File: src/rtl/mlpg_pkg.sv
// Shared constants for the midpoint line pixel generator.
// No dependencies.
`default_nettype none

package mlpg_pkg;

    localparam logic OP_LOAD = 1'b0;
    localparam logic OP_STEP = 1'b1;

endpackage

`default_nettype wire

File: src/rtl/mlpg_core.sv
// Line state registers and the combinational load and step arithmetic.
// Depends on mlpg_pkg for the operation codes.
`default_nettype none

module mlpg_core #(
    parameter int COORD_BITS = 10
) (
    input  wire logic                    aclk,
    input  wire logic                    aresetn,
    input  wire logic                    in_accept,
    input  wire logic                    in_op,
    input  wire logic [COORD_BITS-1:0]   in_x_start,
    input  wire logic [COORD_BITS-1:0]   in_y_start,
    input  wire logic [COORD_BITS-1:0]   in_x_end,
    input  wire logic [COORD_BITS-1:0]   in_y_end,
    output logic                         res_push,
    output logic [2*COORD_BITS:0]        res_data
);

    localparam int DEC_W = COORD_BITS + 3;
    localparam logic [COORD_BITS-1:0] ONE = COORD_BITS'(1);

    logic [COORD_BITS-1:0] cur_x_reg, cur_x_next;
    logic [COORD_BITS-1:0] cur_y_reg, cur_y_next;
    logic [DEC_W-1:0]      decision_reg, decision_next;
    logic [COORD_BITS-1:0] steps_left_reg, steps_left_next;
    logic [COORD_BITS-1:0] major_len_reg, major_len_next;
    logic [COORD_BITS-1:0] minor_len_reg, minor_len_next;
    logic                  x_dir_neg_reg, x_dir_neg_next;
    logic                  y_dir_neg_reg, y_dir_neg_next;
    logic                  y_is_major_reg, y_is_major_next;
    logic                  active_reg, active_next;

    logic                  ld_x_neg, ld_y_neg, ld_y_major;
    logic [COORD_BITS-1:0] ld_adx, ld_ady, ld_major, ld_minor;
    logic                  minor_step;
    logic [COORD_BITS-1:0] x_moved, y_moved;
    logic [DEC_W-1:0]      minor2, major2;
    logic                  last;

    always_comb begin
        ld_x_neg   = in_x_end < in_x_start;
        ld_y_neg   = in_y_end < in_y_start;
        ld_adx     = ld_x_neg ? (in_x_start - in_x_end) : (in_x_end - in_x_start);
        ld_ady     = ld_y_neg ? (in_y_start - in_y_end) : (in_y_end - in_y_start);
        ld_y_major = ld_ady > ld_adx;
        ld_major   = ld_y_major ? ld_ady : ld_adx;
        ld_minor   = ld_y_major ? ld_adx : ld_ady;

        minor_step = !decision_reg[DEC_W-1];
        x_moved    = x_dir_neg_reg ? (cur_x_reg - ONE) : (cur_x_reg + ONE);
        y_moved    = y_dir_neg_reg ? (cur_y_reg - ONE) : (cur_y_reg + ONE);
        minor2     = {2'b00, minor_len_reg, 1'b0};
        major2     = {2'b00, major_len_reg, 1'b0};
    end

    always_comb begin
        cur_x_next      = cur_x_reg;
        cur_y_next      = cur_y_reg;
        decision_next   = decision_reg;
        steps_left_next = steps_left_reg;
        major_len_next  = major_len_reg;
        minor_len_next  = minor_len_reg;
        x_dir_neg_next  = x_dir_neg_reg;
        y_dir_neg_next  = y_dir_neg_reg;
        y_is_major_next = y_is_major_reg;
        active_next     = active_reg;
        res_push        = 1'b0;
        last            = 1'b0;

        if (in_accept) begin
            if (in_op == mlpg_pkg::OP_LOAD) begin
                x_dir_neg_next  = ld_x_neg;
                y_dir_neg_next  = ld_y_neg;
                y_is_major_next = ld_y_major;
                major_len_next  = ld_major;
                minor_len_next  = ld_minor;
                decision_next   = {2'b00, ld_minor, 1'b0} - {3'b000, ld_major};
                steps_left_next = ld_major;
                cur_x_next      = in_x_start;
                cur_y_next      = in_y_start;
                active_next     = ld_major != '0;
                last            = ld_major == '0;
                res_push        = 1'b1;
            end else if (active_reg) begin
                if (y_is_major_reg) begin
                    cur_y_next = y_moved;
                    if (minor_step) begin
                        cur_x_next = x_moved;
                    end
                end else begin
                    cur_x_next = x_moved;
                    if (minor_step) begin
                        cur_y_next = y_moved;
                    end
                end
                if (minor_step) begin
                    decision_next = decision_reg + minor2 - major2;
                end else begin
                    decision_next = decision_reg + minor2;
                end
                steps_left_next = steps_left_reg - ONE;
                last            = steps_left_reg == ONE;
                active_next     = !last;
                res_push        = 1'b1;
            end
        end
    end

    assign res_data = {last, cur_y_next, cur_x_next};

    always_ff @(posedge aclk) begin
        if (!aresetn) begin
            cur_x_reg      <= '0;
            cur_y_reg      <= '0;
            decision_reg   <= '0;
            steps_left_reg <= '0;
            major_len_reg  <= '0;
            minor_len_reg  <= '0;
            x_dir_neg_reg  <= 1'b0;
            y_dir_neg_reg  <= 1'b0;
            y_is_major_reg <= 1'b0;
            active_reg     <= 1'b0;
        end else begin
            cur_x_reg      <= cur_x_next;
            cur_y_reg      <= cur_y_next;
            decision_reg   <= decision_next;
            steps_left_reg <= steps_left_next;
            major_len_reg  <= major_len_next;
            minor_len_reg  <= minor_len_next;
            x_dir_neg_reg  <= x_dir_neg_next;
            y_dir_neg_reg  <= y_dir_neg_next;
            y_is_major_reg <= y_is_major_next;
            active_reg     <= active_next;
        end
    end

endmodule

`default_nettype wire

File: src/rtl/mlpg_out_buf.sv
// Two-entry result buffer: an output register backed by a skid register.
// No dependencies.
`default_nettype none

module mlpg_out_buf #(
    parameter int DATA_W = 21
) (
    input  wire logic              aclk,
    input  wire logic              aresetn,
    input  wire logic              push,
    input  wire logic [DATA_W-1:0] push_data,
    output logic                   can_push,
    output logic                   out_valid,
    input  wire logic              out_ready,
    output logic [DATA_W-1:0]      out_data
);

    logic              main_valid_reg, main_valid_next;
    logic              skid_valid_reg, skid_valid_next;
    logic [DATA_W-1:0] main_data_reg, main_data_next;
    logic [DATA_W-1:0] skid_data_reg, skid_data_next;
    logic              pop;

    assign pop       = main_valid_reg && out_ready;
    assign can_push  = !skid_valid_reg;
    assign out_valid = main_valid_reg;
    assign out_data  = main_data_reg;

    always_comb begin
        main_valid_next = main_valid_reg;
        skid_valid_next = skid_valid_reg;
        main_data_next  = main_data_reg;
        skid_data_next  = skid_data_reg;
        if (skid_valid_reg) begin
            if (pop) begin
                main_data_next  = skid_data_reg;
                skid_valid_next = 1'b0;
            end
        end else if (push) begin
            if (!main_valid_reg || pop) begin
                main_data_next  = push_data;
                main_valid_next = 1'b1;
            end else begin
                skid_data_next  = push_data;
                skid_valid_next = 1'b1;
            end
        end else if (pop) begin
            main_valid_next = 1'b0;
        end
    end

    always_ff @(posedge aclk) begin
        if (!aresetn) begin
            main_valid_reg <= 1'b0;
            skid_valid_reg <= 1'b0;
        end else begin
            main_valid_reg <= main_valid_next;
            skid_valid_reg <= skid_valid_next;
        end
        main_data_reg <= main_data_next;
        skid_data_reg <= skid_data_next;
    end

endmodule

`default_nettype wire

File: src/rtl/midpoint_line_pixel_generator.sv
// Each pixel is registered in the output register, or in the skid register on a stall.
// Throughput: one input transfer per cycle while the skid register is empty; the line
// step is one add and compare on the state registers, and the skid register keeps input
// open for one stalled result. Reset (aresetn low, synchronous) drops any line in
// progress and empties the result buffer. Depends on mlpg_pkg, mlpg_core and mlpg_out_buf.
`default_nettype none

module midpoint_line_pixel_generator #(
    parameter int COORD_BITS = 10
) (
    input  wire logic                                aclk,
    input  wire logic                                aresetn,
    input  wire logic                                s_tvalid,
    output logic                                     s_tready,
    // x_start, y_start, x_end, y_end from bit 0 up, zero padded to bytes.
    input  wire logic [((4*COORD_BITS+7)/8)*8-1:0]   s_tdata,
    // op: 0 loads endpoints, 1 steps to the next pixel.
    input  wire logic                                s_tuser,
    output logic                                     m_tvalid,
    input  wire logic                                m_tready,
    // pixel_x, pixel_y from bit 0 up, zero padded to bytes.
    output logic [((2*COORD_BITS+7)/8)*8-1:0]        m_tdata,
    output logic                                     m_tlast
);

    localparam int OUT_TDATA_W = ((2*COORD_BITS+7)/8)*8;
    localparam int RES_W       = 2*COORD_BITS + 1;

    logic              in_accept;
    logic              res_push;
    logic [RES_W-1:0]  res_data;
    logic [RES_W-1:0]  out_data;

    assign in_accept = s_tvalid && s_tready;

    mlpg_core #(
        .COORD_BITS(COORD_BITS)
    ) u_core (
        .aclk      (aclk),
        .aresetn   (aresetn),
        .in_accept (in_accept),
        .in_op     (s_tuser),
        .in_x_start(s_tdata[COORD_BITS-1:0]),
        .in_y_start(s_tdata[2*COORD_BITS-1:COORD_BITS]),
        .in_x_end  (s_tdata[3*COORD_BITS-1:2*COORD_BITS]),
        .in_y_end  (s_tdata[4*COORD_BITS-1:3*COORD_BITS]),
        .res_push  (res_push),
        .res_data  (res_data)
    );

    mlpg_out_buf #(
        .DATA_W(RES_W)
    ) u_out_buf (
        .aclk     (aclk),
        .aresetn  (aresetn),
        .push     (res_push),
        .push_data(res_data),
        .can_push (s_tready),
        .out_valid(m_tvalid),
        .out_ready(m_tready),
        .out_data (out_data)
    );

    assign m_tdata = OUT_TDATA_W'(out_data[2*COORD_BITS-1:0]);
    assign m_tlast = out_data[2*COORD_BITS];

endmodule

`default_nettype wire

File: config.mk
export PLATFORM = sky130hd
export DESIGN_NAME = midpoint_line_pixel_generator
export DESIGN_NICKNAME = d
export VERILOG_FILES = /design/src/rtl/mlpg_pkg.sv /design/src/rtl/mlpg_core.sv /design/src/rtl/mlpg_out_buf.sv /design/src/rtl/midpoint_line_pixel_generator.sv
export SDC_FILE = /design/constraint.sdc
export NUM_CORES = 1
export LEC_CHECK = 0
export ABC_CLOCK_PERIOD_IN_PS = 8350
export BUFFER_PORTS_ARGS = -buffer_cell sky130_fd_sc_hd__clkbuf_2
export CORE_MARGIN = 8
export CORE_UTILIZATION = 50
export DETAILED_ROUTE_END_ITERATION = 12
export MAX_ROUTING_LAYER = met4
export PLACE_DENSITY = 0.73
export SLEW_MARGIN = 10
export SYNTH_ARGS = -nofsm -noshare
export SYNTH_HDL_FRONTEND = slang
export SYNTH_SLANG_ARGS = --single-unit
File: constraint.sdc
create_clock -name aclk -period 8.35 [get_ports aclk]
set_input_delay 0.4175 -clock aclk [delete_from_list [all_inputs] [get_ports aclk]]
set_output_delay 0.4175 -clock aclk [all_outputs]
set_load 0.02 [all_outputs]
# Word level (Yosys, flattened, before mapping)
# Cells that the tools add are included.
dict set report classes {
  add_sub_neg 12
  order_cmp 3
  eq_ne 4
  n_mux 40
  n_bitwise 3
  n_reduce_logical 16
}
# cell count
set ops {}
lappend ops {{two-way mux 10 bit} 18}
lappend ops {{two-way mux 21 bit} 4}
lappend ops {{subtractor 10 bit} 4}
lappend ops {{two-way mux 13 bit} 3}
lappend ops {{subtractor 10 x 1 -> 10 bit (second input constant)} 3}
lappend ops {{adder 10 x 1 -> 10 bit (second input constant)} 2}
lappend ops {{less-than comparator 10 bit} 2}
lappend ops {{two-way mux 1 bit} 15}
lappend ops {{adder 13 x 11 -> 13 bit} 1}
lappend ops {{subtractor 13 x 11 -> 13 bit} 1}
lappend ops {{subtractor 11 x 10 -> 12 bit} 1}
lappend ops {{equality test 10 x 1 -> 1 bit (second input constant)} 1}
lappend ops {{greater-than comparator 10 bit} 1}
lappend ops {{zero test 10 bit} 1}
lappend ops {{nonzero test 10 bit} 1}
lappend ops {{AND reduction 3 bit} 3}
lappend ops {{nonzero test 2 bit} 3}
lappend ops {{!= test 2 x 1 -> 1 bit (second input constant)} 2}
lappend ops {{AND reduction 2 bit} 2}
lappend ops {{zero test 1 bit} 3}
lappend ops {{inverter 1 bit} 3}
lappend ops {{logical AND 1 bit} 2}
lappend ops {{!= test 2 bit (second input constant)} 1}
lappend ops {{logical OR 1 bit} 1}
dict set report word_totals {
  register_bits 111
  input_bits 45
  output_inout_bits 27
  wordCells 92
}

# Logic depth before layout (Yosys ltp)
# Gate-level depths: netlist (run 1).
dict set report logic_depth {
  depth_word 10
  mapped_depth 32
}

# Modules after synthesis
# Synthesis (run 1) repeated with hierarchy kept, for this count alone.
dict set report hier_totals {
  cells_unflattened 1105
  hier_area_um2 9156.3
}
# mod n_inst cells_each area_each_um2
set modules_own_cells {}
lappend modules_own_cells {mlpg_core 1 1019 7390.8}
lappend modules_own_cells {mlpg_out_buf 1 80 1725.4}
lappend modules_own_cells {midpoint_line_pixel_generator 1 6 40.0}

# Worst setup path before layout (run 1)
# OpenSTA, ideal clock, no wires.
dict set report synth_timing {
  path_kind {input to register}
  start {input port s_tdata[20]}
  end {register u_core.decision_reg[10]}
  setup_time_ns 0.125
  arrival_ns 6.583
  path_slack_ns 1.642
  path_stages 31
  path_cell_list {inv_1 > ha_1 > inv_1 > fa_1 > a21o_1 > a221o_2 > a21oi_2 > buf_6 > a21oi_1 > o311ai_1 > a221oi_1 > xnor2_1 > inv_1 > ha_1 > and4_2 > a41oi_1 > a31oi_1 > clkbuf_8 > clkbuf_1 > nor2_1 > a21oi_1 > inv_1 > fa_1 > inv_1 > a21oi_1 > o31ai_1 > a21oi_1 > o31a_4 > o21a_1 > o2111a_1 > o41a_1}
}
dict set report synth_via {
  elab_chain_cells 6
  elab_cells_between_ends 9
  classes_between {add/sub: 3; order compare: 2; mux: 4}
}
# element line_no
set synth_rtl {}
lappend synth_rtl {{start: declaration} midpoint_line_pixel_generator.sv:16} ;# input wire logic [((4*COORD_BITS+7)/8)*8-1:0] s_tdata,
lappend synth_rtl {{subtractor 10 bit / less-than comparator 10 bit (equally long branches)} {mlpg_core.sv:44, mlpg_core.sv:42}}
lappend synth_rtl {{two-way mux 10 bit *} mlpg_core.sv:44} ;# ld_adx = ld_x_neg ? (in_x_start - in_x_end) : (in_x_end - in_x_start);
lappend synth_rtl {{greater-than comparator 10 bit} mlpg_core.sv:46} ;# ld_y_major = ld_ady > ld_adx;
lappend synth_rtl {{two-way mux 10 bit *} mlpg_core.sv:48} ;# ld_minor = ld_y_major ? ld_adx : ld_ady;
lappend synth_rtl {{net u_core.ld_minor[0]} mlpg_core.sv:35} ;# logic [COORD_BITS-1:0] ld_adx, ld_ady, ld_major, ld_minor;
lappend synth_rtl {{subtractor 11 x 10 -> 12 bit *} mlpg_core.sv:78} ;# decision_next = {2'b00, ld_minor, 1'b0} - {3'b000, ld_major};
lappend synth_rtl {{two-way mux 13 bit *} mlpg_core.sv:72} ;# if (in_op == mlpg_pkg::OP_LOAD) begin
lappend synth_rtl {{end signal: assignment} mlpg_core.sv:127} ;# decision_reg <= decision_next;
lappend synth_rtl {{end: declaration} mlpg_core.sv:25} ;# logic [DEC_W-1:0] decision_reg, decision_next;
# Mark *: on every way through the listed nets, which the timed path passes. The rest lies on a longest branch.
# A chain may end at the register's enable or synchronous reset.

# Worst setup path in the final report (run 1)
# Same ends and word-level chain as after synthesis.

==> impl_metrics.tcl, run 1 <==
set metrics [dict create \
    die_area_mm2 0.0230 \
    antenna_found_initial 0 \
    ir_drop_uv 152 \
    vias 8248 \
    core-area_mm2 0.0180 \
    p_per_area_mw_per_mm2 261 \
    yosysSeqAreaShare_pct 28.6 \
    dp_slack_ns 1.13 \
    period_share_pct 83.1 \
    hpwlAfterDp_um 19300 \
    setup_viol 0 \
    fin_util_pct 55.2 \
    rsz0062_at_grt "no" \
    critPathRequiredTime_ns 8.59 \
    worst-path-max-fanout 14 \
    cts_tree "built" \
    die_w_um 152 \
    fin_cells 1400 \
    worst_slack_ns 1.41 \
    synth-seq-cells 110 \
    postPlaceCellArea_mm2 0.00966 \
    io_buffers 67 \
    cts_resized 0 \
    drtIter0Drc 679 \
    avgSynthCellArea_um2 8.17 \
    hold_class "in2reg" \
    cts_setup_buffers 0 \
    static-leakage-power_nw 4.34 \
    drc 0 \
    cts_hold_buf 0 \
    place_congestion 0.976 \
    critPathLaunchType "input port" \
    root_buffer "clkbuf_16" \
    maxSlewViolCount 0 \
    drt-wirelength-per-cell_um 17.7 \
    skew_ns 0.0124 \
    synth_edf_count 42 \
    fin_tns_setup_ns 0 \
    cts_sinks 110 \
    critPathMaxStageDelay_ns 0.60 \
    end_kind "flip-flop" \
    hold_viol_final 0 \
    via_per_inst 5.89 \
    clock_latency_ns 0.36 \
    ys.flop_type "dfxtp_1" \
    critPathSlowestCell "a31oi_2" \
    clock_path_buffers 2 \
    dp_cells 1384 \
    maxCapViolCount 0 \
    worst_pin_slew_ns 1.14 \
    crit_type "in2reg" \
    total_power_mw 2.60 \
    grt-ovfl-total 0 \
    path_clk_slew_ns 0.07 \
    critPathArrivalTime_ns 7.18 \
    routed_wl_um 24800 \
    synth_area_mm2 0.00918 \
    finalCriticalPeriod_ns 6.94 \
    grtUsageTotal_pct 22.3 \
    grt_pass1_wl_um 39500 \
    drtAntennaViolNets 0 \
    grt_pass1_vias 7545 \
    status "completed" \
    grt_max_degree 59 \
    diodes 0 \
    cts_made_buffers 9 \
    io_pins 72 \
    layout.nets 1313 \
    slew_headroom_pct 23.8 \
    start_util_pct 51.0 \
    die_y_um 152 \
    ys_warn_count 0 \
    crit_family "compound AO/OA/AOI/OAI gates" \
    fill_cells 1727 \
    firstDrtPassIters 5 \
    fmax_ghz 0.144 \
    synth-async-reset-ratio_pct 0 \
    path_buf_inv 5 \
    syn_inst 1124 \
    area_growth_syn_to_layout_pct 8.27 \
    drive_above_1_share_pct 12.0 \
    final_area_mm2 0.00994 \
    hold_ws_ns 0.263 \
    rows 49 \
    synth.distinct_cells 86 \
    htree_levels 3 \
]
logic make-up (layout without fill, tap and decap cells):
group	Yosys count	count (layout)	share of synthesized area, %
compound gates	379	379	26.8
simple gates	305	305	15.8
buf+inv	160	204	7.19
flops	110	110	28.6
fa+ha+maj	102	102	14.6
xor+xnor	38	38	3.62
mux	29	29	3.32
other cells	1	4	0.0408
synthesized netlist by cell type (6+ instances only):
| cell type | number | share of area [%] |
|---|---|---|
| a31oi_1 | 10 | 0.68 |
| nor2_1 | 87 | 3.6 |
| xor2_1 | 12 | 1.1 |
| and2_1 | 19 | 1.3 |
| o211ai_1 | 9 | 0.74 |
| or3_1 | 7 | 0.48 |
| fa_1 | 9 | 2.0 |
| ha_1 | 93 | 13 |
| nand2_1 | 89 | 3.6 |
| nand2b_1 | 9 | 0.61 |
| xnor2_1 | 26 | 2.5 |
| a211oi_1 | 22 | 1.8 |
| a31o_2 | 6 | 0.57 |
| clkbuf_1 | 30 | 1.2 |
| o21bai_1 | 7 | 0.57 |
| o21a_1 | 14 | 1.1 |
| o22ai_1 | 23 | 1.6 |
| a21oi_1 | 119 | 6.5 |
| mux2_2 | 12 | 1.5 |
| o21ai_0 | 77 | 4.2 |
| o31ai_1 | 6 | 0.49 |
| nand3_1 | 20 | 1.1 |
| dfxtp_1 | 68 | 15 |
| a41oi_1 | 6 | 0.57 |
| mux2i_1 | 17 | 1.9 |
| nand4_1 | 6 | 0.41 |
| edfxtp_1 | 42 | 14 |
| inv_1 | 111 | 4.5 |
| a21boi_0 | 6 | 0.49 |
| nor2b_1 | 22 | 1.5 |
| nor3_1 | 19 | 1.0 |
| a21o_1 | 22 | 1.8 |
area by class of cell:
class                      instances  area (um^2)  area share [%]
sequential                       110         2620            26.4
inverter                         113          424            4.27
multi-input combinational        857         5930            59.6
timing repair buffer              75          395            3.98
clock buffer                      10          229            2.30
tap                              229          287            2.88
clock inverter                     6         56.3           0.566
worst paths after layout:
check / from / end / slack, ns / cells after the start
worst max-delay path: s_tdata[20] / u_core.decision_reg[10] / 1.41 / 27
worst min-delay path: m_tready / u_out_buf.skid_valid_reg / 0.26 / 2
worst max register to register: u_core.minor_len_reg[1] / u_core.decision_reg[10] / 4.64 / 16
worst min register to register: u_core.major_len_reg[6] / u_core.major_len_reg[6] / 0.46 / 2
power by group:
| group | internal [mW] | switching [mW] | total [mW] |
|---|---|---|---|
| combinational | 0.613 | 0.903 | 1.52 |
| sequential | 0.619 | 0.0431 | 0.662 |
| clock | 0.208 | 0.211 | 0.419 |
per-layer routing:
layer	track usage (%)	up-vias	part of all wire [%]
met5	-	-	0
met4	5.39	0	1.5
met3	3.50	23	6.0
met2	33.7	239	44
met1	30.7	3871	48
li1	-	4115	-
cells in the final DEF (no fill, tap or decap), types with 8 or more instances in the layout:
master,netlist,final
a21oi_1,119,118
inv_1,111,111
ha_1,93,93
nand2_1,89,89
nor2_1,87,86
o21ai_0,77,77
dfxtp_1,68,68
clkbuf_2,0,67
edfxtp_1,42,42
xnor2_1,26,26
o22ai_1,23,23
a21o_1,22,22
a211oi_1,22,22
nor2b_1,22,22
nand3_1,20,20
and2_1,19,19
nor3_1,19,19
mux2i_1,17,17
o21a_1,14,14
xor2_1,12,12
mux2_2,12,12
o211ai_1,9,9
a31oi_1,10,9
nand2b_1,9,9
fa_1,9,9
clkbuf_16,0,9
buf_4,5,8
(Power assumes the default switching activity.)
==> inputs of run 2 (changes only) <==
--- a/config.mk
+++ b/config.mk
@@ -5,7 +5,7 @@
 export SDC_FILE = /design/constraint.sdc
 export NUM_CORES = 1
 export LEC_CHECK = 0
-export ABC_CLOCK_PERIOD_IN_PS = 8350
+export ABC_CLOCK_PERIOD_IN_PS = 6700
 export BUFFER_PORTS_ARGS = -buffer_cell sky130_fd_sc_hd__clkbuf_2
 export CORE_MARGIN = 8
 export CORE_UTILIZATION = 50
==> constraint.sdc (replaced) <==
create_clock -name aclk -period 6.7 [get_ports aclk]
set_input_delay 0.335 -clock aclk [delete_from_list [all_inputs] [get_ports aclk]]
set_output_delay 0.335 -clock aclk [all_outputs]
set_load 0.02 [all_outputs]
==> run 2 against run 1 <==
Compared with the run above: power rose by 28%; routed wire length fell by 0.33%; die area did not move; sequential share of layout area fell by 0.36 points; sequential power rose by 25%; utilization rose by 0.76 points; global-route usage rose by 0.22 points; clock power rose by 29%; clock skew rose by 0.00053 ns; hold slack got worse by 0.087 ns; non-clock buffer count rose by 15; via count fell by 0.17%.
==> impl_metrics.tcl, run 2 (synthesized netlist as in run 1, its figures left out) <==
set metrics [dict create \
    status "completed" \
    total_power_mw 3.33 \
    setup.worst_path.end "u_core.decision_reg[10]" \
    area_growth_syn_to_layout_pct 9.77 \
    reg2reg_depth 16 \
    crit_start "s_tdata[20]" \
    hold_viol_final 0 \
    die_w_um 152 \
    hpwlAfterDp_um 19200 \
    antenna_found_initial 0 \
    drive_above_1_share_pct 13.2 \
    postPlaceCellArea_mm2 0.00977 \
    fmax_ghz 0.159 \
    drc 0 \
    grtUsageTotal_pct 22.5 \
    p_per_area_mw_per_mm2 330 \
    end_kind "flip-flop" \
    maxSlewViolCount 0 \
    slew_headroom_pct 27.1 \
    root_buffer "clkbuf_16" \
    final_area_mm2 0.0101 \
    grt-ovfl-total 0 \
    routed_wl_um 24700 \
    io_buffers 67 \
    clock_latency_ns 0.37 \
    worst-path-max-fanout 9 \
    drt-wirelength-per-cell_um 17.5 \
    htree_levels 3 \
    setup_viol 0 \
    finalCriticalPeriod_ns 6.29 \
    static-leakage-power_nw 4.42 \
    critPathArrivalTime_ns 6.54 \
    final_cell_mix "118 x a21oi_1, 111 x inv_1, 93 x ha_1, 89 x nand2_1, 86 x nor2_1" \
    worst_pin_slew_ns 1.09 \
    diodes 0 \
    layout.nets 1328 \
    final_common_cell "a21oi_1" \
    drtAntennaViolNets 0 \
    ir_drop_uv 247 \
    path_clk_slew_ns 0.07 \
    skew_ns 0.0130 \
    die_area_mm2 0.0230 \
    start_util_pct 51.0 \
    rsz0062_at_grt "no" \
    rows 49 \
    critPathSlowestCell "fa_1" \
    cts_sinks 110 \
    cts_made_buffers 9 \
    fin_cells 1415 \
    place_congestion 0.983 \
    firstDrtPassIters 5 \
    critPathRequiredTime_ns 6.94 \
    die_y_um 152 \
    timing.rr.start "u_core.decision_reg[2]" \
    grt_pass1_vias 7897 \
    critPathMaxStageDelay_ns 0.46 \
    maxCapViolCount 0 \
    hold_ws_ns 0.176 \
    dp_cells 1399 \
    period_share_pct 93.9 \
    fin_tns_setup_ns 0 \
    worst_slack_ns 0.408 \
    via_per_inst 5.82 \
    cts_setup_buffers 0 \
    cpMostUsedCell "inv_1" \
    cts_tree "built" \
    vias 8234 \
    fin_util_pct 55.9 \
    io_pins 72 \
    grt_max_degree 58 \
    r2r_setup_slack_ns 3.05 \
    drtIter0Drc 805 \
    crit_type "in2reg" \
    grt_pass1_wl_um 40300 \
    dp_slack_ns 0.0441 \
    clock_path_buffers 2 \
    hold_class "in2reg" \
    core-area_mm2 0.0180 \
    critPathLaunchType "input port" \
    r2r-end "u_core.decision_reg[10]" \
]
run 2: worst min-delay path by stage:
stage / from / end / slack, ns / cells past startpoint
5_1_grt: m_tready / u_out_buf.skid_valid_reg / 0.19 / 2
4_1_cts: m_tready / u_out_buf.skid_valid_reg / 0.17 / 2
2_1_floorplan: m_tready / u_out_buf.skid_valid_reg / 0.44 / 1
6_report: m_tready / u_out_buf.skid_valid_reg / 0.18 / 2
3_3_place_gp: u_core.decision_reg[3] / u_core.decision_reg[3] / 0.45 / 2
3_5_place_dp: u_core.decision_reg[3] / u_core.decision_reg[3] / 0.46 / 2
run 2: cell type report:
class,count,area [um^2]
clock buffers,9,225
repair buffers,90,508
clock inverters,7,73.8
flip-flops and latches,110,2620
multi-input cells,857,5940
inverters,113,424
well taps,229,287
fillers,1719,7940
run 2: where the power goes:
part           switching (mW)  total, mW  internal (mW)
Sequential             0.0535      0.825          0.771
Combinational            1.15       1.97          0.817
Clock                   0.275      0.539          0.265
Total                    1.48       3.33           1.85
run 2: critical path: cells and delay by family:
kind / cells / cell delay (ns)
and+or+nand+nor: 1 / 0.28
adders and majority gates: 4 / 1.34
buffers and inverters: 7 / 0.63
AOI/OAI and AO/OA: 16 / 3.70
xor gates and xnor gates: 1 / 0.22
run 2: layer usage:
layer | track usage, % | up-vias | routed length (um)
met5 | - | - | 0
met4 | 4.41 | 0 | 363
met3 | 2.64 | 27 | 1380
met2 | 35.0 | 244 | 11000
met1 | 31.2 | 3824 | 12000
li1 | - | 4139 | -
run 2: what timing repair did:
action | 4_1_cts | 5_1_grt
endpoints found under the setup margin | 0 | 1
hold buffers | 0 | 0
gates resized for setup | 0 | 1
